<file path="src/rtl/core/snrw_pkg.sv">
// Shared types, constants and helpers for the snapshot ring rewind controller.
`default_nettype none
package snrw_pkg;

   localparam int BUTTONS_W              = 11;
   localparam int BUTTON_COUNT           = 11;
   localparam int CAPTURE_INTERVAL_DEFAULT = 30;
   localparam int BTN_IDX_W              = 5;
   localparam int SLOT_W                 = 6;
   localparam int ACTION_W               = 2;
   localparam int CSR_INDEX_W            = 3;
   localparam int CSR_DATA_W             = 5;
   localparam int REQ_TDATA_W            = 16;
   localparam int RSP_TDATA_W            = 24;

   // Buttons past the mask width can never be pressed.
   localparam int BUTTON_LIMIT = (BUTTON_COUNT < BUTTONS_W) ? BUTTON_COUNT : BUTTONS_W;

   // Register indexes.
   localparam logic [CSR_INDEX_W-1:0] REG_TOGGLE_FF     = 3'd0;
   localparam logic [CSR_INDEX_W-1:0] REG_HOLD_FF       = 3'd1;
   localparam logic [CSR_INDEX_W-1:0] REG_TOGGLE_REWIND = 3'd2;
   localparam logic [CSR_INDEX_W-1:0] REG_HOLD_REWIND   = 3'd3;
   localparam logic [CSR_INDEX_W-1:0] REG_RING_SIZE     = 3'd4;

   // Snapshot commands.
   localparam logic [ACTION_W-1:0] ACT_NONE = 2'd0;
   localparam logic [ACTION_W-1:0] ACT_SAVE = 2'd1;
   localparam logic [ACTION_W-1:0] ACT_LOAD = 2'd2;

   typedef struct packed {
      logic signed [BTN_IDX_W-1:0] toggle_ff_button;
      logic signed [BTN_IDX_W-1:0] hold_ff_button;
      logic signed [BTN_IDX_W-1:0] toggle_rewind_button;
      logic signed [BTN_IDX_W-1:0] hold_rewind_button;
      logic [1:0]                  ring_size_setting;
   } cfg_type;

   typedef struct packed {
      logic fast_forward;
      logic speed_changed;
      logic rewinding;
   } speed_type;

   typedef struct packed {
      logic [ACTION_W-1:0] snapshot_action;
      logic [SLOT_W-1:0]   snapshot_slot;
      logic [SLOT_W-1:0]   filled_slots;
   } ring_type;

   function automatic logic [SLOT_W-1:0] ring_slots(input logic [1:0] setting);
      logic [SLOT_W-1:0] slots;
      case (setting)
         2'd1:    slots = 6'd10;
         2'd2:    slots = 6'd30;
         2'd3:    slots = 6'd60;
         default: slots = 6'd0;
      endcase
      return slots;
   endfunction

   // A negative index or one past the button range reads as not pressed.
   function automatic logic btn_bit(input logic [BUTTONS_W-1:0] mask,
                                    input logic signed [BTN_IDX_W-1:0] b);
      logic [BUTTONS_W-1:0] shifted;
      logic                 in_range;
      shifted  = mask >> b[BTN_IDX_W-2:0];
      in_range = !b[BTN_IDX_W-1] &&
                 ({1'b0, b[BTN_IDX_W-2:0]} < BTN_IDX_W'(BUTTON_LIMIT));
      return in_range & shifted[0];
   endfunction

endpackage
`default_nettype wire

</file>
<file path="src/rtl/core/snrw_csr.sv">
// Configuration register bank written over the csr channel.
`default_nettype none
module snrw_csr (
   input  wire logic                               clock,
   input  wire logic                               reset,
   input  wire logic                               csr_valid,
   output logic                                    csr_ready,
   input  wire logic [snrw_pkg::CSR_INDEX_W-1:0]   csr_index,
   input  wire logic [snrw_pkg::CSR_DATA_W-1:0]    csr_data,
   output snrw_pkg::cfg_type                       cfg
);
   import snrw_pkg::*;

   cfg_type cfg_ff;
   cfg_type cfg_in;

   assign csr_ready = 1'b1;
   assign cfg       = cfg_ff;

   always_comb begin
      cfg_in = cfg_ff;
      if (csr_valid) begin
         unique case (csr_index)
            REG_TOGGLE_FF:     cfg_in.toggle_ff_button     = csr_data;
            REG_HOLD_FF:       cfg_in.hold_ff_button       = csr_data;
            REG_TOGGLE_REWIND: cfg_in.toggle_rewind_button = csr_data;
            REG_HOLD_REWIND:   cfg_in.hold_rewind_button   = csr_data;
            REG_RING_SIZE:     cfg_in.ring_size_setting    = csr_data[1:0];
            default:           cfg_in = cfg_ff;
         endcase
      end
   end

   always_ff @(posedge clock) begin
      if (reset) begin
         cfg_ff.toggle_ff_button     <= '1;
         cfg_ff.hold_ff_button       <= '1;
         cfg_ff.toggle_rewind_button <= '1;
         cfg_ff.hold_rewind_button   <= '1;
         cfg_ff.ring_size_setting    <= '0;
      end else begin
         cfg_ff <= cfg_in;
      end
   end

endmodule
`default_nettype wire

</file>
<file path="src/rtl/core/snrw_speed.sv">
// Fast-forward and rewind mode flags driven by button edges and levels.
`default_nettype none
module snrw_speed (
   input  wire logic                              clock,
   input  wire logic                              reset,
   input  wire logic                              advance,
   input  wire logic [snrw_pkg::BUTTONS_W-1:0]    buttons,
   input  snrw_pkg::cfg_type                      cfg,
   output snrw_pkg::speed_type                    speed
);
   import snrw_pkg::*;

   logic [BUTTONS_W-1:0] prev_ff;
   logic ff_active_ff, ff_toggled_ff, ff_hold_ff;
   logic rw_active_ff, rw_toggled_ff, rw_hold_ff;
   logic ff_active_in, ff_toggled_in, ff_hold_in;
   logic rw_active_in, rw_toggled_in, rw_hold_in;
   logic ff_held, rw_held;

   assign ff_held = btn_bit(buttons, cfg.hold_ff_button);
   assign rw_held = btn_bit(buttons, cfg.hold_rewind_button);

   always_comb begin
      ff_active_in  = ff_active_ff;
      ff_toggled_in = ff_toggled_ff;
      ff_hold_in    = ff_hold_ff;
      rw_active_in  = rw_active_ff;
      rw_toggled_in = rw_toggled_ff;
      rw_hold_in    = rw_hold_ff;

      if (btn_bit(buttons, cfg.toggle_ff_button) && !btn_bit(prev_ff, cfg.toggle_ff_button)) begin
         ff_toggled_in = !ff_toggled_in;
         ff_active_in  = ff_toggled_in;
      end
      if (!cfg.hold_ff_button[BTN_IDX_W-1]) begin
         if (ff_held && !ff_hold_in) begin
            ff_hold_in   = 1'b1;
            ff_active_in = 1'b1;
         end else if (!ff_held && ff_hold_in) begin
            ff_hold_in   = 1'b0;
            ff_active_in = ff_toggled_in;
         end
      end

      // Engaging rewind always forces fast-forward off.
      if (btn_bit(buttons, cfg.toggle_rewind_button) &&
          !btn_bit(prev_ff, cfg.toggle_rewind_button)) begin
         rw_toggled_in = !rw_toggled_in;
         rw_active_in  = rw_toggled_in;
         if (rw_active_in) begin
            ff_active_in = 1'b0;
         end
      end
      if (!cfg.hold_rewind_button[BTN_IDX_W-1]) begin
         if (rw_held && !rw_hold_in) begin
            rw_hold_in   = 1'b1;
            rw_active_in = 1'b1;
            ff_active_in = 1'b0;
         end else if (!rw_held && rw_hold_in) begin
            rw_hold_in   = 1'b0;
            rw_active_in = rw_toggled_in;
            if (!rw_active_in && ff_toggled_in) begin
               ff_active_in = 1'b1;
            end
         end
      end
      if (!rw_active_in && !rw_hold_in && ff_toggled_in && !ff_active_in) begin
         ff_active_in = 1'b1;
      end
   end

   assign speed.fast_forward  = ff_active_in;
   assign speed.speed_changed = ff_active_in ^ ff_active_ff;
   assign speed.rewinding     = rw_active_in;

   always_ff @(posedge clock) begin
      if (reset) begin
         prev_ff       <= '0;
         ff_active_ff  <= 1'b0;
         ff_toggled_ff <= 1'b0;
         ff_hold_ff    <= 1'b0;
         rw_active_ff  <= 1'b0;
         rw_toggled_ff <= 1'b0;
         rw_hold_ff    <= 1'b0;
      end else if (advance) begin
         prev_ff       <= buttons;
         ff_active_ff  <= ff_active_in;
         ff_toggled_ff <= ff_toggled_in;
         ff_hold_ff    <= ff_hold_in;
         rw_active_ff  <= rw_active_in;
         rw_toggled_ff <= rw_toggled_in;
         rw_hold_ff    <= rw_hold_in;
      end
   end

endmodule
`default_nettype wire

</file>
<file path="src/rtl/core/snrw_ring.sv">
// Snapshot ring head, fill count and capture frame counter.
`default_nettype none
module snrw_ring #(
   parameter int CAPTURE_INTERVAL = snrw_pkg::CAPTURE_INTERVAL_DEFAULT
) (
   input  wire logic        clock,
   input  wire logic        reset,
   input  wire logic        advance,
   input  wire logic        rewinding,
   input  wire logic [1:0]  ring_size_setting,
   output snrw_pkg::ring_type ring
);
   import snrw_pkg::*;

   localparam int FC_W = (CAPTURE_INTERVAL > 1) ? $clog2(CAPTURE_INTERVAL + 1) : 1;

   logic [1:0]        applied_ff, applied_in;
   logic [SLOT_W-1:0] head_ff, head_in;
   logic [SLOT_W-1:0] count_ff, count_in;
   logic [FC_W-1:0]   fc_ff, fc_in, fc_inc;
   logic [SLOT_W-1:0] slots;
   logic [ACTION_W-1:0] action;
   logic [SLOT_W-1:0] slot;

   assign fc_inc = fc_ff + 1'b1;

   always_comb begin
      applied_in = applied_ff;
      head_in    = head_ff;
      count_in   = count_ff;
      fc_in      = fc_ff;
      action     = ACT_NONE;
      slot       = '0;

      // A new ring size empties the ring but keeps the frame counter.
      if (ring_size_setting != applied_ff) begin
         applied_in = ring_size_setting;
         head_in    = '0;
         count_in   = '0;
      end
      slots = ring_slots(applied_in);

      if (rewinding) begin
         if ((slots != '0) && (count_in != '0)) begin
            head_in  = (head_in == '0) ? slots - 1'b1 : head_in - 1'b1;
            count_in = count_in - 1'b1;
            action   = ACT_LOAD;
            slot     = head_in;
         end
      end else if (slots != '0) begin
         if (fc_inc >= FC_W'(CAPTURE_INTERVAL)) begin
            fc_in   = '0;
            action  = ACT_SAVE;
            slot    = head_in;
            head_in = (head_in == slots - 1'b1) ? '0 : head_in + 1'b1;
            if (count_in < slots) begin
               count_in = count_in + 1'b1;
            end
         end else begin
            fc_in = fc_inc;
         end
      end
   end

   assign ring.snapshot_action = action;
   assign ring.snapshot_slot   = slot;
   assign ring.filled_slots    = count_in;

   always_ff @(posedge clock) begin
      if (reset) begin
         applied_ff <= '0;
         head_ff    <= '0;
         count_ff   <= '0;
         fc_ff      <= '0;
      end else if (advance) begin
         applied_ff <= applied_in;
         head_ff    <= head_in;
         count_ff   <= count_in;
         fc_ff      <= fc_in;
      end
   end

endmodule
`default_nettype wire

</file>
<file path="src/rtl/core/snapshot_ring_rewind_controller.sv">
// Top level of the snapshot ring rewind controller: input and result registers.
//
//  Channel  Direction  Handshake              Payload
//  req_     in         req_tvalid/req_tready  req_tdata: buttons
//  rsp_     out        rsp_tvalid/rsp_tready  rsp_tdata: speed and snapshot command
//  csr_     in         csr_valid/csr_ready    csr_index, csr_data
//
// Each frame beat is latched in an input register, processed combinationally and
// lands in a result register; one beat per cycle is sustained while rsp_tready
// is high. The mode flags and ring counters advance as the beat moves into the
// result register. When rsp_tready is low, the result and input registers hold
// and req_tready drops once both are full. Reset clears all state but the data
// registers; configuration writes are taken in every cycle.
`default_nettype none
module snapshot_ring_rewind_controller #(
   parameter int CAPTURE_INTERVAL = snrw_pkg::CAPTURE_INTERVAL_DEFAULT
) (
   input  wire logic                                clock,
   input  wire logic                                reset,
   input  wire logic                                req_tvalid,
   output logic                                     req_tready,
   // [10:0] buttons
   input  wire logic [snrw_pkg::REQ_TDATA_W-1:0]    req_tdata,
   output logic                                     rsp_tvalid,
   input  wire logic                                rsp_tready,
   // [0] fast_forward, [1] speed_changed, [3:2] snapshot_action,
   // [9:4] snapshot_slot, [10] rewinding, [16:11] filled_slots
   output logic [snrw_pkg::RSP_TDATA_W-1:0]         rsp_tdata,
   input  wire logic                                csr_valid,
   output logic                                     csr_ready,
   input  wire logic [snrw_pkg::CSR_INDEX_W-1:0]    csr_index,
   input  wire logic [snrw_pkg::CSR_DATA_W-1:0]     csr_data
);
   import snrw_pkg::*;

   localparam int RSP_USED_W = 3 + ACTION_W + 2 * SLOT_W;

   cfg_type   cfg;
   speed_type speed;
   ring_type  ring;

   logic                   in_valid_ff;
   logic [BUTTONS_W-1:0]   in_buttons_ff;
   logic                   out_valid_ff;
   logic [RSP_TDATA_W-1:0] out_data_ff;
   logic                   advance;

   assign advance    = in_valid_ff && (!out_valid_ff || rsp_tready);
   assign req_tready = !in_valid_ff || advance;
   assign rsp_tvalid = out_valid_ff;
   assign rsp_tdata  = out_data_ff;

   snrw_csr u_csr (
      .clock     (clock),
      .reset     (reset),
      .csr_valid (csr_valid),
      .csr_ready (csr_ready),
      .csr_index (csr_index),
      .csr_data  (csr_data),
      .cfg       (cfg)
   );

   snrw_speed u_speed (
      .clock   (clock),
      .reset   (reset),
      .advance (advance),
      .buttons (in_buttons_ff),
      .cfg     (cfg),
      .speed   (speed)
   );

   snrw_ring #(
      .CAPTURE_INTERVAL (CAPTURE_INTERVAL)
   ) u_ring (
      .clock             (clock),
      .reset             (reset),
      .advance           (advance),
      .rewinding         (speed.rewinding),
      .ring_size_setting (cfg.ring_size_setting),
      .ring              (ring)
   );

   always_ff @(posedge clock) begin
      if (reset) begin
         in_valid_ff  <= 1'b0;
         out_valid_ff <= 1'b0;
      end else begin
         if (req_tready) begin
            in_valid_ff <= req_tvalid;
         end
         if (advance) begin
            out_valid_ff <= 1'b1;
         end else if (rsp_tready) begin
            out_valid_ff <= 1'b0;
         end
      end
   end

   always_ff @(posedge clock) begin
      if (req_tready && req_tvalid) begin
         in_buttons_ff <= req_tdata[BUTTONS_W-1:0];
      end
      if (advance) begin
         out_data_ff <= {{(RSP_TDATA_W - RSP_USED_W){1'b0}},
                         ring.filled_slots, speed.rewinding, ring.snapshot_slot,
                         ring.snapshot_action, speed.speed_changed, speed.fast_forward};
      end
   end

endmodule
`default_nettype wire
</file>
<file path="config.mk">
export PLATFORM = sky130hd
export DESIGN_NAME = snapshot_ring_rewind_controller
export DESIGN_NICKNAME = d
export VERILOG_FILES = /design/src/rtl/core/snrw_pkg.sv /design/src/rtl/core/snrw_csr.sv /design/src/rtl/core/snrw_speed.sv /design/src/rtl/core/snrw_ring.sv /design/src/rtl/core/snapshot_ring_rewind_controller.sv
export SDC_FILE = /design/constraint.sdc
export NUM_CORES = 1
export LEC_CHECK = 0
export BUFFER_PORTS_ARGS = -buffer_cell sky130_fd_sc_hd__buf_2
export CAP_MARGIN = 10
export CORE_UTILIZATION = 50
export CTS_BUF_LIST = sky130_fd_sc_hd__clkbuf_4 sky130_fd_sc_hd__clkbuf_8
export DETAILED_ROUTE_END_ITERATION = 10
export PLACE_DENSITY_LB_ADDON = 0.1
export SYNTH_ARGS = -nofsm -noshare
export SYNTH_HDL_FRONTEND = slang
export SYNTH_HIERARCHICAL = 1
export SYNTH_SLANG_ARGS = --single-unit
</file>
<file path="constraint.sdc">
create_clock -name clock -period 9.9 [get_ports clock]
set_clock_uncertainty 0.1 [all_clocks]
set_input_delay 2.97 -clock clock [delete_from_list [all_inputs] [get_ports clock]]
set_output_delay 2.97 -clock clock [all_outputs]
set_load 0.01 [all_outputs]
</file>
==> impl_metrics.yaml <==
cells_and_area:
  drive_above_1_share: 0.158
  regArea_um2: 2040
  multi_input_area_um2: 3080
  nets: 661
  insertedDiodeCount: 0
  final_common_cell: "nor2_1"
  layout_common_cells: "73 x nor2_1, 60 x dfxtp_1, 47 x mux2i_1, 42 x buf_2, 42 x nand2_1"
  area_growth_pct: 7.30
  fillers: 981
power_and_ir_drop:
  ir_drop_v: 0.000119
  switching_share: 0.280
  leakage_nw: 2.39
  p_sw_uw: 204
  p_int_uw: 525
  combPwrFrac: 0.123
  power.density_nw_per_um2: 125
  p_clk_frac: 0.327
  pwr-share-seq: 0.550
setup_path:
  max_stage_delay_ns: 0.16
  worstPathRequired_ns: 6.83
  setup.worst_path.end_class: "output port"
  path_buf_inv: 2
  r2r_setup_slack_ns: 5.68
  slowest_stage: "nand3b_4"
  worst-path-max-fanout: 3
  crit_path_frequent_cell: "buf_2"
  crit_chain: "buf_2 > nand3b_4 > buf_2"
  crit_arrival_ns: 3.38
  cp_top_family: "buffers and inverters"
  path_class: "in -> out"
  cp-start-kind: "input pin"
sta:
  max_freq_mhz: 155
  finalSetupTns_ns: 0
  hold_slack_ns: 0.399
  period_minus_slack_ns: 6.45
  setup_viol: 0
  slew_headroom: 0.531
  finalMaxSlewViolations: 0
  worst_slew_pin_slew_ns: 0.703
  period_share: 0.651
  finalHoldViolCount: 0
  rsz0062_at_grt: "no"
  post-route-worst-setup-slack_ns: 3.45
die:
  die_x_um: 106
  fp-row-count: 37
  ios: 56
  die_area_um2: 11300
  start_util: 0.521
  core_area_um2: 10500
  die_y_um: 106
detailed_routing:
  viasPerCell: 5.91
  vias: 4468
  routed_wl_um: 12300
  drc: 0
  detail-route-antenna-nets: 0
  dr.pass1.iters: 7
  dr.first_iter.drc_count: 195
  wl_per_cell_um: 16.2
placement:
  io_buffer_count: 42
  dp_hpwl_um: 8820
  gp_congestion: 0.895
  dp_slack_ns: 3.45
synth:
  yosysTopAreaCellShare: 0.220
  ys_seq_area_frac: 0.375
  synthArstFlopShare: 0
  avgSynthCellArea_um2: 9.17
  syn_inst: 594
  synth_top_family_by_area: "simple AND/OR/NAND/NOR gates"
  synth_compound_area_frac: 0.166
  ys_seq_elements: 88
  synthDistinctLibCells: 87
  synth_adder_area_share: 0.0390
  yosysWarnings: 6
  yosys-top-cells-area: "dfxtp_1 22%, edfxtp_1 15%, mux2i_1 8.6%"
  synth_edf_count: 28
  synthMuxAreaShare: 0.0994
  synth_xor_xnor_area_share: 0.0319
  syn_area_um2: 5450
  yosys.area_share.simple: 0.223
  synth.largest_area_cell: "dfxtp_1"
  synth_ff_type: "dfxtp_1"
clock_tree:
  cts_buffers: 9
  htreeDepth: 3
  cts_hold_buf: 0
  cts.sinks: 88
  cts.repair.resized: 0
  clk_path_buf_depth: 2
  clkLatencyLatePin_ns: 0.37
  clockRootBuffer: "clkbuf_8"
  cts_tree: "done"
  clk_pin_slew_ns: 0.08
  post_cts_buffers: 0
global_routing:
  grt_first_pass_wirelength_um: 20100
  grt_antenna_before_repair: 0
  grt_max_degree: 68
  grt_pass1_vias: 4176
  grt_usage: 0.225
  grt_overflow: 0
hold_path:
  worst_hold_path_type: "reg -> reg"
outcome:
  status: "complete, no violations"
flow_run:
  maxCapViolCount: 0
==> cell families (layout without fill, tap and decap cells) <==
family	Yosys count	after routing
other	2	8
xor gates and xnor gates	16	16
adders and majority gates	17	17
AOI/OAI and AO/OA	120	120
and+or+nand+nor	223	223
buffers and inverters	77	97
DFF	88	88
muxes	51	51
==> per-layer routing <==
layer	part of all wire	track usage	vias up
li1	-	-	2190
met1	0.42	0.254	2123
met2	0.51	0.409	129
met3	0.048	0.0527	26
met4	0.020	0.0813	0
met5	0	0	-
==> state kept, by name (all words and copies together), names as in the netlist <==
register	count
u_speed/ff_toggled_ff	1
rsp_tdata	17
in_buttons_ff	11
u_speed/ff_hold_ff	1
u_speed/rw_hold_ff	1
u_speed/prev_ff	11
u_ring/applied_ff	2
u_ring/fc_ff	5
rsp_tvalid	1
u_speed/rw_toggled_ff	1
u_ring/head_ff	6
in_valid_ff	1
u_csr/cfg	22
u_ring/count_ff	6
u_speed/ff_active_ff	1
u_speed/rw_active_ff	1
==> power groups by stage <==
| stage | combinational, mW | sequential [mW] | clock [mW] |
|---|---|---|---|
| after floorplan | 0.0706 | 0.404 | 0 |
| after global placement | 0.0875 | 0.409 | 0 |
| after detailed placement | 0.0892 | 0.409 | 0 |
| after CTS | 0.0895 | 0.401 | 0.248 |
| after global routing | 0.0989 | 0.403 | 0.259 |
| final | 0.0895 | 0.401 | 0.238 |
==> per-stage QoR <==
stage | cell area (um2) | power [mW] | std cells | util
final | 5850 | 0.729 | 756 | 0.559
after floorplan | 5470 | 0.475 | 600 | -
after detailed placement | 5660 | 0.499 | 740 | 0.541
after global placement | 5660 | 0.496 | 740 | 0.541
after global routing | 5850 | 0.761 | 756 | 0.559
after CTS | 5850 | 0.738 | 756 | 0.559
==> synth_stat cells (7+ instances only) <==
library cell and count:
nor2_1 73, dfxtp_1 60, mux2i_1 47, nand2_1 42, inv_1 35, edfxtp_1 28, clkbuf_1 24, o21ai_0 24
nand3_1 20, a21oi_1 18, ha_1 17, nand2b_1 13, buf_4 11, a31oi_1 10, nor3_1 9, nand3b_1 7
xor2_1 7
==> layout make-up <==
type / count / area share
Tap cell: 136 / 0.0291
Timing Repair Buffer: 46 / 0.0411
Inverter: 35 / 0.0225
Clock buffer: 11 / 0.0248
Sequential cell: 88 / 0.349
Multi-Input combinational cell: 435 / 0.527
Clock inverter: 5 / 0.00663
==> worst paths after layout <==
kind,depth (start not counted),to,from
max,3,req_tready,rsp_tready
min,2,rsp_tvalid$_SDFFE_PP0P_,in_valid_ff$_SDFFE_PP0P_
max reg2reg,13,u_ring/head_ff[3]$_SDFFE_PP0P_,u_csr/cfg[8]$_SDFFE_PP1P_
min reg2reg,2,rsp_tvalid$_SDFFE_PP0P_,in_valid_ff$_SDFFE_PP0P_
==> worst reg2reg max path, delay by kind of cell, from the launching register on <==
kind | cells | cell delay [ns]
compound gates | 7 | 1.82
simple gates | 4 | 1.11
flops | 1 | 0.57
buf+inv | 2 | 0.56
(Power assumes the default switching activity.)
